`config.mk`:
```
export PLATFORM = sky130hd
export DESIGN_NAME = tcw_front
export DESIGN_NICKNAME = d
export VERILOG_FILES = /design/src/rtl/core/tcw_pkg.sv /design/src/rtl/core/tcw_front.sv
export SDC_FILE = /design/constraint.sdc
export NUM_CORES = 1
export LEC_CHECK = 0
export ABC_AREA = 1
export ABC_CLOCK_PERIOD_IN_PS = 1640
export BUFFER_PORTS_ARGS = -buffer_cell sky130_fd_sc_hd__buf_2
export CAP_MARGIN = 30
export CORE_MARGIN = 2
export CORE_UTILIZATION = 30
export DETAILED_ROUTE_END_ITERATION = 12
export PLACE_DENSITY = 0.89
export SLEW_MARGIN = 20
export SYNTH_ARGS = -nofsm -noshare
export SYNTH_HDL_FRONTEND = slang
export SYNTH_SLANG_ARGS = --single-unit
```
`constraint.sdc`:
```
create_clock -name vclk -period 1.64
set_clock_uncertainty 0.05 [all_clocks]
set_input_delay 0.164 -clock vclk [all_inputs]
set_output_delay 0.164 -clock vclk [all_outputs]
set_load 0.1 [all_outputs]
```
`src/rtl/core/tcw_pkg.sv`:
```
`timescale 1ns / 1ps
// Types, constants and geometry helpers for the text console window writer.
// Used by every module in rtl/core.
package tcw_pkg;

    localparam int ROWS       = 25;
    localparam int ROW_BYTES  = 160;
    localparam int HALF_BYTES = 80;
    localparam int ROW_CELLS  = ROW_BYTES / 2;
    localparam int CELLS      = ROWS * ROW_CELLS;
    localparam int CELL_W     = $clog2(CELLS);
    localparam int ROW_W      = $clog2(ROWS + 1);
    localparam int COL_W      = $clog2(ROW_BYTES + 1);
    localparam int CURSOR_W   = 12;
    localparam int QUEUE_DEPTH = 2;

    localparam logic [7:0] CH_NEWLINE   = 8'd10;
    localparam logic [7:0] CH_BACKSPACE = 8'd8;
    localparam logic [7:0] CH_SPACE     = 8'd32;

    localparam logic [7:0] NORMAL_COLOR_RST = 8'd7;
    localparam logic [7:0] ERROR_COLOR_RST  = 8'd4;

    localparam logic CFG_NORMAL_COLOR = 1'b0;
    localparam logic CFG_ERROR_COLOR  = 1'b1;

    localparam logic [1:0] CMD_PUT_CHAR  = 2'd0;
    localparam logic [1:0] CMD_CLEAR     = 2'd1;
    localparam logic [1:0] CMD_READ_CELL = 2'd2;

    localparam logic [1:0] WIN_FULL  = 2'd0;
    localparam logic [1:0] WIN_LEFT  = 2'd1;
    localparam logic [1:0] WIN_RIGHT = 2'd2;

    typedef struct packed {
        logic [1:0]        command;
        logic [1:0]        window;
        logic              is_error;
        logic [7:0]        char_code;
        logic [CELL_W-1:0] cell_index;
    } in_item_t;

    typedef struct packed {
        logic [CURSOR_W-1:0] cursor;
        logic [7:0]          read_char;
        logic [7:0]          read_attr;
    } out_item_t;

    typedef enum logic [2:0] {
        OP_PUT_CHAR,
        OP_NEWLINE,
        OP_BACKSPACE,
        OP_CLEAR,
        OP_READ,
        OP_NOP
    } op_t;

    typedef struct packed {
        op_t               op;
        logic [1:0]        win;
        logic [7:0]        color;
        logic [7:0]        char_code;
        logic [CELL_W-1:0] cell_index;
    } task_t;

    typedef struct packed {
        logic [ROW_W-1:0] row;
        logic [COL_W-1:0] col;
    } cursor_t;

    typedef enum logic [3:0] {
        ST_INIT,
        ST_IDLE,
        ST_EXEC,
        ST_SCR_RD,
        ST_SCR_WR,
        ST_SCR_BLANK,
        ST_APPLY,
        ST_CLR,
        ST_READ_WAIT,
        ST_RESULT
    } state_t;

    function automatic logic [COL_W-1:0] win_start(input logic [1:0] win);
        return (win == WIN_RIGHT) ? COL_W'(HALF_BYTES) : '0;
    endfunction

    function automatic logic [COL_W-1:0] win_end(input logic [1:0] win);
        return (win == WIN_LEFT) ? COL_W'(HALF_BYTES) : COL_W'(ROW_BYTES);
    endfunction

    function automatic logic [CURSOR_W-1:0] cur_offset(input cursor_t c);
        return CURSOR_W'(c.row) * CURSOR_W'(ROW_BYTES) + CURSOR_W'(c.col);
    endfunction

    function automatic logic [CELL_W-1:0] cell_addr(input logic [ROW_W-1:0] row,
                                                    input logic [COL_W-1:0] col);
        return CELL_W'(row) * CELL_W'(ROW_CELLS) + CELL_W'(col >> 1);
    endfunction

endpackage

```
`src/rtl/core/tcw_front.sv`:
```
`timescale 1ns / 1ps
// Front end: takes requests, folds the window code, resolves color and
// splits put_char into print, newline and backspace tasks. Uses tcw_pkg.
module tcw_front (
    input  logic              in_valid,
    output logic              in_ready,
    input  tcw_pkg::in_item_t in_data,
    input  logic [7:0]        normal_color,
    input  logic [7:0]        error_color,
    input  logic              init_busy,
    input  logic              q_full,
    output logic              push,
    output tcw_pkg::task_t    push_task
);
    import tcw_pkg::*;

    logic [1:0] win;

    assign in_ready = !q_full && !init_busy;
    assign push     = in_valid && in_ready;
    assign win      = (in_data.window == WIN_LEFT || in_data.window == WIN_RIGHT)
                      ? in_data.window : WIN_FULL;

    always_comb
    begin
        push_task.win        = win;
        push_task.color      = in_data.is_error ? error_color : normal_color;
        push_task.char_code  = in_data.char_code;
        push_task.cell_index = in_data.cell_index;
        case (in_data.command)
            CMD_PUT_CHAR:
            begin
                if (in_data.char_code == CH_NEWLINE)
                    push_task.op = OP_NEWLINE;
                else if (in_data.char_code == CH_BACKSPACE)
                    push_task.op = OP_BACKSPACE;
                else
                    push_task.op = OP_PUT_CHAR;
            end
            CMD_CLEAR:     push_task.op = OP_CLEAR;
            CMD_READ_CELL: push_task.op = (32'(in_data.cell_index) < CELLS) ? OP_READ : OP_NOP;
            default:       push_task.op = OP_NOP;
        endcase
    end

endmodule

```
==> flow_summary.json <==
{
  "status": "finished clean",
  "required_ns": 1.43,
  "clkbuf_count": 0,
  "tightestPinTransition_ns": 0.4925,
  "start_util_pct": 32.76,
  "top_layer": "met4",
  "drcViolationCount": 0,
  "cts_resized": 0,
  "synth.area.mux_share_pct": 27.83,
  "dpl_worst_slack_ns": 0.4040,
  "cp.depth": 3,
  "antenna_cells": 0,
  "port_buffers": 69,
  "wl_met3_um": 133,
  "p_per_area_mw_per_mm2": 722.0,
  "regArea_um2": 0,
  "synth-adder-area-share_pct": 0,
  "synth_nets": 111,
  "grt_usage_pct": 12.27,
  "boundaryPins": 77,
  "setup_viol": 0,
  "leakagePower_nw": 0.4789,
  "crit_type": "input port to output pin",
  "fin_cells": 131,
  "start_kind": "input port",
  "irDropWorstVdd_mv": 0.2485,
  "syn_area_um2": 431.7,
  "dieArea_mm2": 0.001758,
  "wl_met1_um": 427,
  "yosysWarnings": 0,
  "synth_xor_area_share_pct": 0,
  "yosys.area_share.simple_pct": 23.48,
  "rsz0062_at_grt": "no",
  "max_slew_margin_pct": 67.39,
  "fmax_ghz": 0.8053,
  "synth.avg_cell_area_um2": 6.348,
  "tns_ns": 0,
  "path_buf_inv": 2,
  "dp.cells": 131,
  "period_needed_ns": 1.242,
  "die_x_um": 41.93,
  "cp_slowest_stage_delay_ns": 0.33,
  "dp_hpwl_um": 1155,
  "grt.overflow.total": 0,
  "yosysSeqAreaShare_pct": 0,
  "drive_gt1_share_pct": 68.97,
  "route.met2.wl_um": 647,
  "crit_family": "buffers and inverters",
  "vias": 539,
  "fin_ws_ns": 0.3982,
  "worstSetupEndpointType": "output pin",
  "place_congestion": 0.6318,
  "area_growth_pct": 57.10,
  "synth_top_family_by_area": "buffers and inverters",
  "via_per_inst": 4.115,
  "maxCapViolations": 0,
  "ys_types": 10,
  "crit_chain": "buf_2 -> mux2_4 -> buf_2",
  "grt_start_max_net_pins": 9,
  "antenna_found_initial": 0,
  "hold_buffers": 0,
  "final_util_pct": 51.47,
  "holdPathStages": 0,
  "worst_ep_arrival_time_ns": 1.03,
  "routed_wirelength_um": 1212,
  "slew_violations": 0,
  "first_iter_violations": 2,
  "grt_pass1_vias": 467,
  "cp_max_fo": 8,
  "rows": 13,
  "holdCritPathClass": "input port to output pin",
  "slowest_stage": "mux2_4",
  "n_sequential_cell": 0,
  "cpMostUsedCell": "buf_2",
  "fillers": 143,
  "die_height_um": 41.93,
  "firstDrtPassIters": 3,
  "period_share_pct": 75.72,
  "synth_compound_gate_area_share_pct": 0,
  "postCtsSetupBuffers": 0,
  "hold_viol": 0,
  "fp.coreArea_mm2": 0.001318,
  "netlist_instances": 68,
  "ant_nets": 0,
  "grt_pass1_wl_um": 1814,
  "wl_per_cell_um": 9.252,
  "whs_ns": 0.2780,
  "nets": 161
}
==> layer usage <==
layer	up-vias	track usage, %
met3	2	1.304
met2	33	26.25
met4	0	0.6452
met5	-	0
met1	226	12.82
li1	278	-
==> cells by family after synthesis <==
group | after synthesis
multiplexers | 8
AND/OR/NAND/NOR | 25
buffers and inverters | 35
==> per-stage QoR <==
stage               area [um2]   power, W
floorplan                441.7  0.0004610
global placement         678.2  0.0004861
detailed placement       678.2  0.0004911
CTS                      678.2  0.0004914
global route             678.2  0.0005045
finish                   678.2  0.0004896
==> power breakdown <==
group,internal [W],leakage (nW),switching (W)
Clock,0,0,0
Sequential,0,0,0
Combinational,0.000104,0.479,0.000385
==> area by class of cell <==
cell class                      instances  area, um2  area share, %
Inverter                               14      52.55          7.749
Multi-Input combinational cell         33      231.5          34.13
Tap cell                               15      18.77          2.768
Timing Repair Buffer                   69      375.4          55.35
==> cell usage after synthesis <==
cell type,count,share of area (%)
buf_4,19,33
buf_6,1,2.6
clkbuf_1,1,0.87
inv_1,14,12
mux2_4,8,28
nand2_1,13,11
nand3_1,2,2.3
nor2_1,8,7.0
nor3_1,1,1.2
nor3b_1,1,1.7
==> cell usage in the layout (no fill, tap or decap) <==
master and n:
nor3_1 1, nor3b_2 1, buf_12 2, nand3_1 2, mux2_4 8, nand2_1 13, buf_2 67, inv_1 14
nor2_1 6, nor2_2 2
==> worst paths after layout <==
check	from	slack [ns]	end
max	in_data[19]	0.40	push_task[21]
min	in_data[2]	0.28	push_task[2]
(Power assumes the default switching activity.)
