[src/rtl/core/tcw_pkg.sv]
`timescale 1ns / 1ps
// Types, constants and geometry helpers for the text console window writer.
// Used by every module in rtl/core.
package tcw_pkg;

    localparam int ROWS       = 25;
    localparam int ROW_BYTES  = 160;
    localparam int HALF_BYTES = 80;
    localparam int ROW_CELLS  = ROW_BYTES / 2;
    localparam int CELLS      = ROWS * ROW_CELLS;
    localparam int CELL_W     = $clog2(CELLS);
    localparam int ROW_W      = $clog2(ROWS + 1);
    localparam int COL_W      = $clog2(ROW_BYTES + 1);
    localparam int CURSOR_W   = 12;
    localparam int QUEUE_DEPTH = 2;

    localparam logic [7:0] CH_NEWLINE   = 8'd10;
    localparam logic [7:0] CH_BACKSPACE = 8'd8;
    localparam logic [7:0] CH_SPACE     = 8'd32;

    localparam logic [7:0] NORMAL_COLOR_RST = 8'd7;
    localparam logic [7:0] ERROR_COLOR_RST  = 8'd4;

    localparam logic CFG_NORMAL_COLOR = 1'b0;
    localparam logic CFG_ERROR_COLOR  = 1'b1;

    localparam logic [1:0] CMD_PUT_CHAR  = 2'd0;
    localparam logic [1:0] CMD_CLEAR     = 2'd1;
    localparam logic [1:0] CMD_READ_CELL = 2'd2;

    localparam logic [1:0] WIN_FULL  = 2'd0;
    localparam logic [1:0] WIN_LEFT  = 2'd1;
    localparam logic [1:0] WIN_RIGHT = 2'd2;

    typedef struct packed {
        logic [1:0]        command;
        logic [1:0]        window;
        logic              is_error;
        logic [7:0]        char_code;
        logic [CELL_W-1:0] cell_index;
    } in_item_t;

    typedef struct packed {
        logic [CURSOR_W-1:0] cursor;
        logic [7:0]          read_char;
        logic [7:0]          read_attr;
    } out_item_t;

    typedef enum logic [2:0] {
        OP_PUT_CHAR,
        OP_NEWLINE,
        OP_BACKSPACE,
        OP_CLEAR,
        OP_READ,
        OP_NOP
    } op_t;

    typedef struct packed {
        op_t               op;
        logic [1:0]        win;
        logic [7:0]        color;
        logic [7:0]        char_code;
        logic [CELL_W-1:0] cell_index;
    } task_t;

    typedef struct packed {
        logic [ROW_W-1:0] row;
        logic [COL_W-1:0] col;
    } cursor_t;

    typedef enum logic [3:0] {
        ST_INIT,
        ST_IDLE,
        ST_EXEC,
        ST_SCR_RD,
        ST_SCR_WR,
        ST_SCR_BLANK,
        ST_APPLY,
        ST_CLR,
        ST_READ_WAIT,
        ST_RESULT
    } state_t;

    function automatic logic [COL_W-1:0] win_start(input logic [1:0] win);
        return (win == WIN_RIGHT) ? COL_W'(HALF_BYTES) : '0;
    endfunction

    function automatic logic [COL_W-1:0] win_end(input logic [1:0] win);
        return (win == WIN_LEFT) ? COL_W'(HALF_BYTES) : COL_W'(ROW_BYTES);
    endfunction

    function automatic logic [CURSOR_W-1:0] cur_offset(input cursor_t c);
        return CURSOR_W'(c.row) * CURSOR_W'(ROW_BYTES) + CURSOR_W'(c.col);
    endfunction

    function automatic logic [CELL_W-1:0] cell_addr(input logic [ROW_W-1:0] row,
                                                    input logic [COL_W-1:0] col);
        return CELL_W'(row) * CELL_W'(ROW_CELLS) + CELL_W'(col >> 1);
    endfunction

endpackage

[src/rtl/core/tcw_queue.sv]
`timescale 1ns / 1ps
// Short task queue between front and back end.
// Uses tcw_pkg.
module tcw_queue (
    input  logic           clk,
    input  logic           rst_n,
    input  logic           push,
    input  tcw_pkg::task_t push_task,
    output logic           full,
    input  logic           pop,
    output logic           q_valid,
    output tcw_pkg::task_t q_task
);
    import tcw_pkg::*;

    localparam int PTR_W = $clog2(QUEUE_DEPTH);

    task_t              slot_reg [QUEUE_DEPTH];
    logic [PTR_W-1:0]   wr_ptr_reg;
    logic [PTR_W-1:0]   rd_ptr_reg;
    logic [PTR_W:0]     count_reg;

    assign full    = (count_reg == (PTR_W + 1)'(QUEUE_DEPTH));
    assign q_valid = (count_reg != '0);
    assign q_task  = slot_reg[rd_ptr_reg];

    always_ff @(posedge clk)
    begin
        if (push)
            slot_reg[wr_ptr_reg] <= push_task;
    end

    always_ff @(posedge clk or negedge rst_n)
    begin
        if (!rst_n)
        begin
            wr_ptr_reg <= '0;
            rd_ptr_reg <= '0;
            count_reg  <= '0;
        end
        else
        begin
            if (push)
                wr_ptr_reg <= (32'(wr_ptr_reg) == QUEUE_DEPTH - 1) ? '0 : wr_ptr_reg + 1'b1;
            if (pop)
                rd_ptr_reg <= (32'(rd_ptr_reg) == QUEUE_DEPTH - 1) ? '0 : rd_ptr_reg + 1'b1;
            if (push && !pop)
                count_reg <= count_reg + 1'b1;
            else if (pop && !push)
                count_reg <= count_reg - 1'b1;
        end
    end

endmodule

[config.mk]
export PLATFORM = sky130hd
export DESIGN_NAME = tcw_queue
export DESIGN_NICKNAME = d
export VERILOG_FILES = /design/src/rtl/core/tcw_pkg.sv /design/src/rtl/core/tcw_queue.sv
export SDC_FILE = /design/constraint.sdc
export NUM_CORES = 1
export LEC_CHECK = 0
export BUFFER_PORTS_ARGS = -buffer_cell sky130_fd_sc_hd__buf_4
export CAP_MARGIN = 20
export CORE_MARGIN = 10
export CORE_UTILIZATION = 52
export DETAILED_ROUTE_END_ITERATION = 7
export PLACE_DENSITY = 0.89
export SYNTH_ARGS = -nofsm -noshare
export SYNTH_HDL_FRONTEND = slang
export SYNTH_SLANG_ARGS = --single-unit
[constraint.sdc]
create_clock -name clk -period 4.95 [get_ports clk]
set_input_delay 0.99 -clock clk [delete_from_list [all_inputs] [get_ports clk]]
set_output_delay 0.99 -clock clk [all_outputs]
set_load 0.02 [all_outputs]
==> metrics.txt <==
setup slack of the critical path after layout=2.02 ns; final weighted congestion in routability-driven placement=0.667; most common cell after layout, fill and taps aside=sky130_fd_sc_hd__buf_4; number of cells produced by synthesis=116; IO buf count=69; cell internal pwr=1.42 mW; mapped cell area=2650 µm²; DRC Markers=0; number of placement rows=25; ratio of routed vias to standard cells=4.77; TritonCTS clock tree=yes; remaining max-slew budget at the tightest pin=0.333; CTS Hold Buffers Added=0; antenna violations before repair=0; number of H-tree branching levels=3; number of global-route vias before repair=1459; number of non-filler instances in the completed layout=265; multiplexer share of the synthesized area=0.177; Switching Fraction=0.301; area share of xor/xnor cells in the synthesized design=0.0165; dominant delay contributor by cell family on the critical path=flip-flops; max reg flops=64; metal1 wirelength=2.05 mm; kind of end point of the critical path=output pin; total wire length after detailed routing=4.78 mm; crit start category=flop; RSZ-0062 raised after global routing=false; count of cells along the worst register-to-register path=2; Placed Instances=249; Buf+Inv Stages, Crit Path=1; count of endpoints failing hold in the final timing report=0; highest-count cells in the layout ignoring fill and taps=70 x sky130_fd_sc_hd__buf_4, 64 x sky130_fd_sc_hd__edfxtp_1, 29 x sky130_fd_sc_hd__mux2_4; core footprint=4820 µm²; CTS resizes=0; dominant cell type by area after synthesis=sky130_fd_sc_hd__edfxtp_1; portion of synthesized cell area occupied by the leading cell type=0.725; number of post-CTS setup repair buffers=0; pin slew with the least headroom to its limit=1.00 ns; number of nets at the end of the flow=230; max incr delay on CP=1.03 ns; die outline area=8350 µm²; average cell area after synthesis=22.9 µm²; power per unit of standard cell area=595 nW/µm²; post-synth net total=153; status=completed; first-pass GRT wire length=7.51 mm; count of boundary I/O pins=70; fraction of power consumed by the clock network=0.231; top sig layer=met4; time the final worst path needs with I/O delays and setup=2.93 ns; number of distinct library cells after synthesis=14; placed instance area=3200 µm²; number of clock buffers inserted by TritonCTS=9; count of routing violations after the opening detailed-route iteration=82; critical path class=flop to output pin; horizontal extent of the die=91.4 µm; top post-synthesis cells by area=sky130_fd_sc_hd__edfxtp_1 72%, sky130_fd_sc_hd__mux2_4 16%, sky130_fd_sc_hd__dfrtp_1 3.8%; share of the cycle needed by the critical path after routing=0.592; max-slew violation total from the final report=0; warning count from the yosys run=0; clock latency on the worst-skew pair=0.33 ns; design area=3400 µm²; Finish-stage setup viols=0; effective utilization at floorplan=0.550; WHS=0.449 ns; Simple-Gate Fraction of Synth Area=0.0109; met2 WL post-DR=2.20 mm; fmax=341 MHz; Root Buffer=sky130_fd_sc_hd__clkbuf_8; fraction of layout cells with a size suffix above 1=0.601; area fraction in compound gates after synthesis=0; post-route clock skew=0.00588 ns; worst path cell trace=mux2_2 > buf_4; reported max-cap violation count=0; remaining antenna violation count=0; routed wirelength normalized by instance count=18.0 µm; clock input transition at the sequential cells of the worst setup and hold paths=0.06 ns; dominant combinational cell family by area after synthesis=multiplexers; worst min-delay path class=input port to asynchronous set/reset pin; buffer depth of the longest clock path=2; global router's overall resource usage=0.118; adder-cell share of the synthesized area=0.00472; sequential element share of the synthesized area=0.763; total via count after detailed routing=1263; overall die height=91.4 µm; critical-path cell with the highest stage delay=sky130_fd_sc_hd__dfrtp_2; Inserted Diodes=0; Total Negative Setup Slacks=0 ns; Sinks on Clock Net=68; HPWL Detailed=3.49 mm; GRT Residual Overflow=0; drt pass-1 iters=4; dpl ws=2.34 ns; CP Data Arrival Time=1.94 ns; reported leakage power=1.39 nW; maximum number of pins on one net before global-route repair=34; Stages on worst setup path=2; relative area change from synthesis to final layout=28.4%; highest ir drop seen on vdd=0.397 mV; number of flip-flops and latches in the synthesized netlist=68; biggest fanout along the worst timing path=33; proportion of power drawn by flip-flops and latches=0.433; Worst EP required=3.96 ns; Sw Pwr=0.610 mW; relative contribution of combinational cells to total power=0.336; detailed route wirelength on metal3=504 µm
## path summary, 6_finish.rpt
path	start	to	slack, ns
worst max-delay path	rd_ptr_reg	q_task[11]	2.02
worst min-delay path	rst_n	wr_ptr_reg	0.45
worst max register to register	wr_ptr_reg	slot_reg[1][6]	3.17
worst min register to register	count_reg[1]	count_reg[1]	0.49
max in group asynchronous	rst_n	rd_ptr_reg	4.39
min in group clk	count_reg[1]	count_reg[1]	0.49
## cell families (layout without fill, tap and decap cells)
family | after synthesis | in the layout
muxes | 32 | 32
xor gates and xnor gates | 5 | 5
adders and majority gates | 1 | 1
DFF | 68 | 68
and+or+nand+nor | 5 | 5
buffers and inverters | 5 | 87
## area by class of cell
class,count,area (µm²)
clock buffer,10,128
clock inverter,6,78.8
fill,323,1410
inverter,1,3.75
multi-input combinational,43,562
sequential,68,2020
tap,67,83.8
timing repair buffer,70,526
## cell usage after synthesis
cell type	count
sky130_fd_sc_hd__nor2_1	1
sky130_fd_sc_hd__mux2_2	3
sky130_fd_sc_hd__mux2_4	29
sky130_fd_sc_hd__buf_6	1
sky130_fd_sc_hd__edfxtp_1	64
sky130_fd_sc_hd__dfrtp_1	4
sky130_fd_sc_hd__buf_12	3
sky130_fd_sc_hd__and2_1	1
sky130_fd_sc_hd__or2_2	1
sky130_fd_sc_hd__inv_1	1
sky130_fd_sc_hd__nor2b_1	2
sky130_fd_sc_hd__ha_1	1
sky130_fd_sc_hd__xor2_1	4
sky130_fd_sc_hd__xnor2_1	1
## per-layer routing
metal,up-vias,track usage
met3,5,0.0733
li1,600,-
met1,598,0.130
met5,-,0
met4,0,0.0470
met2,60,0.179
## through the flow
| step | util | total power, mW |
|---|---|---|
| CTS | 0.707 | 2.05 |
| global placement | 0.664 | 1.56 |
| global route | 0.707 | 2.13 |
| floorplan | - | 1.36 |
| detailed placement | 0.664 | 1.59 |
| finish | 0.707 | 2.03 |
## power groups by stage
| stage | sequential [mW] | clock [mW] | combinational (mW) |
|---|---|---|---|
| 2_1_floorplan | 0.809 | 0 | 0.552 |
| 3_3_place_gp | 0.878 | 0 | 0.679 |
| 3_5_place_dp | 0.893 | 0 | 0.692 |
| 4_1_cts | 0.880 | 0.478 | 0.696 |
| 5_1_grt | 0.893 | 0.514 | 0.723 |
| 6_report | 0.877 | 0.468 | 0.681 |
(Power assumes the default switching activity.)
